<file path="config.mk">
export PLATFORM = sky130hd
export DESIGN_NAME = stable_priority_command_queue
export DESIGN_NICKNAME = d
export VERILOG_FILES = /design/src/design/spcq_pkg.sv /design/src/design/spcq_cell.sv /design/src/design/stable_priority_command_queue.sv
export SDC_FILE = /design/constraint.sdc
export NUM_CORES = 2
export LEC_CHECK = 0
export ABC_AREA = 1
export BUFFER_PORTS_ARGS = -buffer_cell sky130_fd_sc_hd__buf_2
export CAP_MARGIN = 5
export CORE_ASPECT_RATIO = 0.8
export CORE_UTILIZATION = 57
export DETAILED_ROUTE_END_ITERATION = 12
export MAX_ROUTING_LAYER = met4
export PLACE_DENSITY = 0.73
export SKIP_CTS_REPAIR_TIMING = 1
export SLEW_MARGIN = 5
export SYNTH_ARGS = -nofsm -noshare
export SYNTH_HDL_FRONTEND = slang
export SYNTH_HIERARCHICAL = 1
export SYNTH_SLANG_ARGS = --single-unit
</file>
<file path="constraint.sdc">
create_clock -name clock -period 7.32 [get_ports clock]
set_input_delay 0.366 -clock clock [delete_from_list [all_inputs] [get_ports clock]]
set_output_delay 0.366 -clock clock [all_outputs]
set_load 0.02 [all_outputs]
</file>
<file path="src/design/spcq_pkg.sv">
`default_nettype none
package spcq_pkg;

   localparam int PRIO_W = 8;
   localparam int KIND_W = 8;
   localparam int PAYLOAD_W = 32;
   localparam int HELD_W = 5;
   localparam int DROPS_W = 32;
   localparam int CFG_W = 8;
   localparam int CFG_INDEX_W = 2;

   localparam logic OP_PUSH = 1'b0;
   localparam logic OP_POP = 1'b1;

   localparam logic [1:0] STATUS_PUSHED = 2'd0;
   localparam logic [1:0] STATUS_DROPPED = 2'd1;
   localparam logic [1:0] STATUS_POPPED = 2'd2;
   localparam logic [1:0] STATUS_EMPTY = 2'd3;

   localparam logic [CFG_INDEX_W-1:0] CFG_ESTOP_KIND = 2'd0;
   localparam logic [CFG_INDEX_W-1:0] CFG_CRITICAL_LEVEL = 2'd1;
   localparam logic [CFG_INDEX_W-1:0] CFG_NORMAL_LEVEL = 2'd2;

   typedef struct packed {
      logic [PAYLOAD_W-1:0] payload;
      logic [KIND_W-1:0] kind;
      logic [PRIO_W-1:0] prio;
   } entry_type;

   typedef struct packed {
      logic found;
      logic [PRIO_W-1:0] level;
      entry_type entry;
   } link_type;

   typedef struct packed {
      logic push;
      logic pop;
   } ctrl_type;

   typedef struct packed {
      logic [CFG_W-1:0] estop_kind;
      logic [CFG_W-1:0] critical_level;
      logic [CFG_W-1:0] normal_level;
   } cfg_type;

endpackage
`default_nettype wire

</file>
<file path="src/design/spcq_cell.sv">
`default_nettype none
module spcq_cell #(
   parameter int QUEUE_DEPTH = 16,
   parameter int CELL_INDEX = 0
) (
   input wire logic clock,
   input wire spcq_pkg::ctrl_type ctrl_i,
   input wire spcq_pkg::cfg_type cfg_i,
   input wire logic [$clog2(QUEUE_DEPTH+1)-1:0] count_i,
   input wire logic [$clog2(QUEUE_DEPTH)-1:0] best_idx_i,
   input wire spcq_pkg::entry_type push_entry_i,
   input wire spcq_pkg::entry_type next_entry_i,
   input wire spcq_pkg::link_type link_i,
   input wire logic [$clog2(QUEUE_DEPTH)-1:0] link_idx_i,
   output spcq_pkg::entry_type entry_o,
   output spcq_pkg::link_type link_o,
   output logic [$clog2(QUEUE_DEPTH)-1:0] link_idx_o
);

   localparam int IDX_W = $clog2(QUEUE_DEPTH);
   localparam int CNT_W = $clog2(QUEUE_DEPTH+1);

   spcq_pkg::entry_type entry_ff, entry_in;
   spcq_pkg::link_type link_ff, link_in;
   logic [IDX_W-1:0] link_idx_ff, link_idx_in;
   logic [spcq_pkg::PRIO_W-1:0] level;
   logic occupied;
   logic take;

   // effective priority of the held entry
   always_comb begin
      if (entry_ff.prio != '0) begin
         level = entry_ff.prio;
      end else if (entry_ff.kind == cfg_i.estop_kind) begin
         level = cfg_i.critical_level;
      end else begin
         level = cfg_i.normal_level;
      end
   end

   assign occupied = CNT_W'(CELL_INDEX) < count_i;
   // strict compare keeps the oldest entry on ties
   assign take = occupied && (!link_i.found || (level > link_i.level));

   always_comb begin
      if (take) begin
         link_in.found = 1'b1;
         link_in.level = level;
         link_in.entry = entry_ff;
         link_idx_in = IDX_W'(CELL_INDEX);
      end else begin
         link_in = link_i;
         link_idx_in = link_idx_i;
      end
   end

   always_comb begin
      entry_in = entry_ff;
      if (ctrl_i.push && (count_i == CNT_W'(CELL_INDEX))) begin
         entry_in = push_entry_i;
      end else if (ctrl_i.pop && (IDX_W'(CELL_INDEX) >= best_idx_i)) begin
         entry_in = next_entry_i;
      end
   end

   always_ff @(posedge clock) begin
      entry_ff <= entry_in;
      link_ff <= link_in;
      link_idx_ff <= link_idx_in;
   end

   assign entry_o = entry_ff;
   assign link_o = link_ff;
   assign link_idx_o = link_idx_ff;

endmodule
`default_nettype wire

</file>
<file path="src/design/stable_priority_command_queue.sv">
`default_nettype none
// channel   direction  ports                                  transfer
// req       in         req_tvalid/tready, tuser, tdata         one command
// rsp       out        rsp_tvalid/tready, tuser, tdata         one result per command
// csr       in         csr_wr_en, csr_index, csr_wdata         register write, no wait
// a push goes from its transfer straight to the finish state, with no scan
// a pop on a non-empty queue scans the cell row one cell per cycle before finishing
// a new command is taken as soon as the last one finished, even if its result waits
// a result that is not taken holds completion of the following command
// reset empties the queue, clears the drop count and reloads the registers
module stable_priority_command_queue #(
   parameter int QUEUE_DEPTH = 16
) (
   input wire logic clock,
   input wire logic reset,
   input wire logic req_tvalid,
   output logic req_tready,
   input wire logic [0:0] req_tuser,    // operation
   input wire logic [47:0] req_tdata,   // cmd_priority, cmd_kind, cmd_payload
   output logic rsp_tvalid,
   input wire logic rsp_tready,
   output logic [1:0] rsp_tuser,        // status
   output logic [87:0] rsp_tdata,       // out_priority, out_kind, out_payload,
                                        // entries_held, drops_total, zero fill
   input wire logic csr_wr_en,
   input wire logic [spcq_pkg::CFG_INDEX_W-1:0] csr_index,
   input wire logic [spcq_pkg::CFG_W-1:0] csr_wdata
);

   localparam int IDX_W = $clog2(QUEUE_DEPTH);
   localparam int CNT_W = $clog2(QUEUE_DEPTH+1);

   typedef enum logic [2:0] {
      ST_IDLE   = 3'b001,
      ST_SCAN   = 3'b010,
      ST_FINISH = 3'b100
   } state_type;

   state_type state_ff, state_in;
   logic [IDX_W-1:0] scan_ff, scan_in;
   logic [CNT_W-1:0] count_ff, count_in;
   logic [spcq_pkg::DROPS_W-1:0] drops_ff, drops_in;
   spcq_pkg::cfg_type cfg_ff, cfg_in;
   logic op_ff, op_in;
   spcq_pkg::entry_type req_entry_ff, req_entry_in;
   logic rsp_valid_ff, rsp_valid_in;
   logic [1:0] rsp_status_ff, rsp_status_in;
   logic [87:0] rsp_data_ff, rsp_data_in;

   spcq_pkg::ctrl_type ctrl;
   spcq_pkg::entry_type cell_entry [QUEUE_DEPTH];
   spcq_pkg::link_type link [QUEUE_DEPTH+1];
   logic [IDX_W-1:0] link_idx [QUEUE_DEPTH+1];
   spcq_pkg::entry_type taken;
   logic req_fire;
   logic finish;
   logic full;
   logic empty;
   logic [1:0] status;

   assign req_tready = (state_ff == ST_IDLE);
   assign req_fire = req_tvalid && req_tready;
   assign finish = (state_ff == ST_FINISH) && (!rsp_valid_ff || rsp_tready);
   assign full = (count_ff == CNT_W'(QUEUE_DEPTH));
   assign empty = (count_ff == '0);

   assign ctrl.push = finish && (op_ff == spcq_pkg::OP_PUSH) && !full;
   assign ctrl.pop = finish && (op_ff == spcq_pkg::OP_POP) && !empty;

   assign link[0] = '0;
   assign link_idx[0] = '0;

   for (genvar i = 0; i < QUEUE_DEPTH; i++) begin : g_cell
      spcq_pkg::entry_type next_entry;
      if (i == QUEUE_DEPTH-1) begin : g_last
         assign next_entry = cell_entry[i];
      end else begin : g_inner
         assign next_entry = cell_entry[i+1];
      end
      spcq_cell #(
         .QUEUE_DEPTH(QUEUE_DEPTH),
         .CELL_INDEX(i)
      ) u_cell (
         .clock(clock),
         .ctrl_i(ctrl),
         .cfg_i(cfg_ff),
         .count_i(count_ff),
         .best_idx_i(link_idx[QUEUE_DEPTH]),
         .push_entry_i(req_entry_ff),
         .next_entry_i(next_entry),
         .link_i(link[i]),
         .link_idx_i(link_idx[i]),
         .entry_o(cell_entry[i]),
         .link_o(link[i+1]),
         .link_idx_o(link_idx[i+1])
      );
   end

   always_comb begin
      state_in = state_ff;
      scan_in = scan_ff;
      op_in = op_ff;
      req_entry_in = req_entry_ff;
      unique case (state_ff)
         ST_IDLE: begin
            if (req_fire) begin
               op_in = req_tuser[0];
               req_entry_in = spcq_pkg::entry_type'(req_tdata);
               scan_in = '0;
               if ((req_tuser[0] == spcq_pkg::OP_POP) && !empty) begin
                  state_in = ST_SCAN;
               end else begin
                  state_in = ST_FINISH;
               end
            end
         end
         ST_SCAN: begin
            scan_in = scan_ff + 1'b1;
            if (scan_ff == IDX_W'(QUEUE_DEPTH-1)) begin
               state_in = ST_FINISH;
            end
         end
         ST_FINISH: begin
            if (finish) begin
               state_in = ST_IDLE;
            end
         end
         default: state_in = ST_IDLE;
      endcase
   end

   always_comb begin
      count_in = count_ff;
      drops_in = drops_ff;
      taken = '0;
      status = spcq_pkg::STATUS_PUSHED;
      if (op_ff == spcq_pkg::OP_PUSH) begin
         if (full) begin
            status = spcq_pkg::STATUS_DROPPED;
            if (finish) begin
               drops_in = drops_ff + 1'b1;
            end
         end else if (finish) begin
            count_in = count_ff + 1'b1;
         end
      end else if (empty) begin
         status = spcq_pkg::STATUS_EMPTY;
      end else begin
         status = spcq_pkg::STATUS_POPPED;
         taken = link[QUEUE_DEPTH].entry;
         if (finish) begin
            count_in = count_ff - 1'b1;
         end
      end
   end

   always_comb begin
      rsp_valid_in = rsp_valid_ff && !rsp_tready;
      rsp_status_in = rsp_status_ff;
      rsp_data_in = rsp_data_ff;
      if (finish) begin
         rsp_valid_in = 1'b1;
         rsp_status_in = status;
         rsp_data_in = {3'b000, drops_in, spcq_pkg::HELD_W'(count_in),
                        taken.payload, taken.kind, taken.prio};
      end
   end

   always_comb begin
      cfg_in = cfg_ff;
      if (csr_wr_en) begin
         unique case (csr_index)
            spcq_pkg::CFG_ESTOP_KIND: cfg_in.estop_kind = csr_wdata;
            spcq_pkg::CFG_CRITICAL_LEVEL: cfg_in.critical_level = csr_wdata;
            spcq_pkg::CFG_NORMAL_LEVEL: cfg_in.normal_level = csr_wdata;
            default: cfg_in = cfg_ff;
         endcase
      end
   end

   always_ff @(posedge clock) begin
      if (reset) begin
         state_ff <= ST_IDLE;
         count_ff <= '0;
         drops_ff <= '0;
         rsp_valid_ff <= 1'b0;
         cfg_ff.estop_kind <= 8'd0;
         cfg_ff.critical_level <= 8'd255;
         cfg_ff.normal_level <= 8'd1;
      end else begin
         state_ff <= state_in;
         count_ff <= count_in;
         drops_ff <= drops_in;
         rsp_valid_ff <= rsp_valid_in;
         cfg_ff <= cfg_in;
      end
   end

   always_ff @(posedge clock) begin
      scan_ff <= scan_in;
      op_ff <= op_in;
      req_entry_ff <= req_entry_in;
      rsp_status_ff <= rsp_status_in;
      rsp_data_ff <= rsp_data_in;
   end

   assign rsp_tvalid = rsp_valid_ff;
   assign rsp_tuser = rsp_status_ff;
   assign rsp_tdata = rsp_data_ff;

endmodule
`default_nettype wire

</file>
==> results by stage <==
Placed design:
- During placement, the flow inserted port buffers numbering 152.
- At the end of routability-driven placement, the weighted congestion stood at 0.956.
- The post-DP HPWL is 142000 um.
- The placed cell count is 11000.
- The placed instance area is 0.0846 sq mm.

Routing:
- Across all layers, the routed design uses 60700 vias.
- The iteration-0 DRC count of the detailed router is 5812.
- For this run, the detailed router's first-pass iteration total came to 7.
- The routed design has 202000 um of wire.
- The post-detailed-route count of antenna-violating nets is 0.
- In the routed design, unresolved DRC markers number 0.
- In the routed layout, each cell is associated on average with a via count of 5.30.
- Dividing the detail-routed wire length by the instance count gives 17.6 um.

Power and ir drop:
- The clock network accounts for 39.8% of the total power.
- The sequential share of power is 52.9%.
- The switching power is 5.85 mW.
- Of the total power, combinational logic draws 7.3%.
- Overall power consumption after layout is estimated at 24.3 mW.
- In this run the static leakage power is 41.5 nW.
- Cell internal power was estimated by the tool at 18.5 mW.
- The peak supply drop is 233 uV.
- The cell area power density is 266 mW/mm^2.
- In this run switching power makes up 24.0% of total power.

Worst hold path:
- The path class of the lowest-slack min-delay path is in -> reg.
- The number of cells traversed by the worst hold path is 5.

Timing:
- Of the available clock period, the critical path in the final layout requires 64.1%.
- The number of hold violations in the final report is 0.
- At the pin with the least slew margin, the transition time is 1280 ps.
- Measured against its own limit, the worst slew margin works out to 14.2%.
- Setup repair after global routing left no endpoint under its margin.
- The maximum frequency from static timing analysis is 213 MHz.
- The shortest clock period the worst path allows after layout is 4690 ps.
- The number of max-slew violations in the final report was 0.
- Setup violations remaining at the end of the flow were counted as 0.
- The worst clock skew on the final layout is 57.0 ps.
- The setup TNS is 0 ps.
- Across all hold checks on the routed design, the worst slack comes to 36.1 ps.

Logic synthesis:
- Counting every instance in the synthesized netlist gives 9157.
- The count of warnings emitted by yosys is 6.
- The cell area after synthesis is 0.0825 sq mm.
- The synthesized area divided by synthesized cell count is 9.01 sq um.

Floorplanning:
- The number of rows created at floorplan is 124.
- The die outline height is 342 um.
- The core region is 0.143 sq mm.
- The initial standard-cell utilization of the core is 57.6%.
- The die span in x is 427 um.
- Pin placement for this block handled 156 I/O pins.
- The die covers 0.146 sq mm.

Finish:
- Summing all non-filler instances in the final layout gives an area of 0.0914 sq mm.
- The post-layout instance count excluding filler cells is 11400.
- The number of fillers in the final layout is 11600.
- The relative area change from synthesis to final layout is 10.8%.
- The count of antenna diodes in the layout is 0.
- For this run, the post-layout net count is 9589.
- Cells with a size suffix above 1 make up 11.4% of the layout.

Job:
- Max-cap violations in this run came to 0.

Global routing:
- In this run the most used layer during global routing was met2.
- The largest net degree at the start of global routing is 98.
- The met1 track demand over resource is 38.2%.
- The global-route met2 utilization is 44.1%.
- The first global-routing pass estimated 318000 um of wire.
- The via count of the first global-routing pass is 59500.
- The overall overflow remaining after global route is 0.
- The total track usage is 28.2%.
- For met3 alone, demand over resource in global routing was 4.17%.
- The number of antenna violations at the first check in global routing was 2.

Setup path:
- Counting cells, the worst reg-to-reg path comes to 13.
- The worst-path maximum fanout is 50.
- STA classifies the critical path startpoint as a flip-flop.
- The endpoint arrival time on the critical path is 5150 ps.
- The critical path in this run is classified as reg -> reg.
- STA classifies the critical path endpoint as a flip-flop.
- The required time of the critical path is 7780 ps.
- The register-to-register path setup slack is 2630 ps.

Clock network:
- TritonCTS built the clock tree.
- The clock insertion delay at the later pin of the skew report is 840 ps.
- The cell at the root of the clock tree is sky130_fd_sc_hd__clkbuf_16.
- The clock passes through at most 3 buffers.
- Counting the buffers created by CTS gives 181.
- The clock-pin slew on the worst setup and hold paths is 60 ps.
- In this run the number of H-tree levels came out at 4.
- The clock net sink count is 1940.

Outcome:
- The flow ran to the end, and the final reports show no timing, DRC or antenna violations.
==> stage by stage <==
step | utilization, % | setup slack [ps]
5_1_grt | 63.8 | 2330
2_1_floorplan | - | 1210
3_5_place_dp | 59.0 | 2630
6_report | 63.8 | 2630
3_3_place_gp | 59.0 | 2760
4_1_cts | 63.3 | 2600
==> worst paths after layout <==
kind,startpoint,endpoint
worst min-delay path,csr_wr_en,cfg_ff[14]
worst max register to register,count_ff[0],g_cell[0].u_cell/entry_o[43]
worst min register to register,g_cell[7].u_cell/link_idx_o[0],g_cell[8].u_cell/link_idx_o[0]
worst max-delay path,count_ff[0],g_cell[0].u_cell/entry_o[43]
==> critical path: stages, from the launching register on <==
cell and delay, ps:
sky130_fd_sc_hd__dfxtp_1 310, sky130_fd_sc_hd__buf_4 290, sky130_fd_sc_hd__inv_1 110, sky130_fd_sc_hd__ha_1 300, sky130_fd_sc_hd__nand2_1 120, sky130_fd_sc_hd__inv_1 50, sky130_fd_sc_hd__nand2_1 80, sky130_fd_sc_hd__nand2_2 530
sky130_fd_sc_hd__inv_2 300, sky130_fd_sc_hd__nand2_1 160, sky130_fd_sc_hd__inv_1 480, sky130_fd_sc_hd__nand2_1 190, sky130_fd_sc_hd__o31ai_4 740, sky130_fd_sc_hd__buf_4 600
==> registers in the layout, summed over array words and instances, names as in the netlist, 5 cells and up <==
name	cells
count_ff	5
drops_ff	32
req_entry_ff	48
g_cell.u_cell/link_o	903
cfg_ff	24
rsp_tdata	85
g_cell.u_cell/entry_o	768
g_cell.u_cell/link_idx_o	64
==> routing by layer <==
layer	share of wire [%]	vias up
li1	-	29200
met2	46	1996
met5	0	-
met4	2.4	0
met1	45	29000
met3	6.8	411
==> layout by cell type, fill, tap and decap left out, drive strengths merged, types with 2 or more instances in the layout <==
cell / count
mux2: 432
dfxtp: 1032
clkbuf: 283
ha: 132
a21boi: 11
nand4: 71
clkinvlp: 2
conb: 74
o21ai: 333
xor2: 7
bufinv: 9
and2: 2
nand3: 329
a21o: 16
inv: 1015
a21oi: 65
nand2: 4029
buf: 240
nand3b: 6
nor3b: 3
nor2: 325
xnor2: 49
dlygate4sd3: 64
nor3: 14
or2: 49
o31ai: 3
clkinv: 42
edfxtp: 908
==> cell type report <==
type / instances / area, sq um / share of cell area (%)
clock inverters: 58 / 746 / 0.815
clock buffers: 283 / 5440 / 5.95
well taps: 1890 / 2360 / 2.59
multi-input cells: 5956 / 29100 / 31.8
inverters: 1010 / 3790 / 4.15
repair buffers: 304 / 2070 / 2.27
flip-flops and latches: 1940 / 47900 / 52.4
==> power by group through the flow <==
stage / clock (mW) / sequential [mW] / combinational [mW]
6_report: 9.68 / 12.9 / 1.79
5_1_grt: 10.2 / 13.0 / 2.06
4_1_cts: 9.80 / 12.9 / 1.76
3_5_place_dp: 0 / 13.1 / 1.74
2_1_floorplan: 0 / 12.9 / 1.23
3_3_place_gp: 0 / 13.1 / 1.68
(Power assumes the default switching activity.)
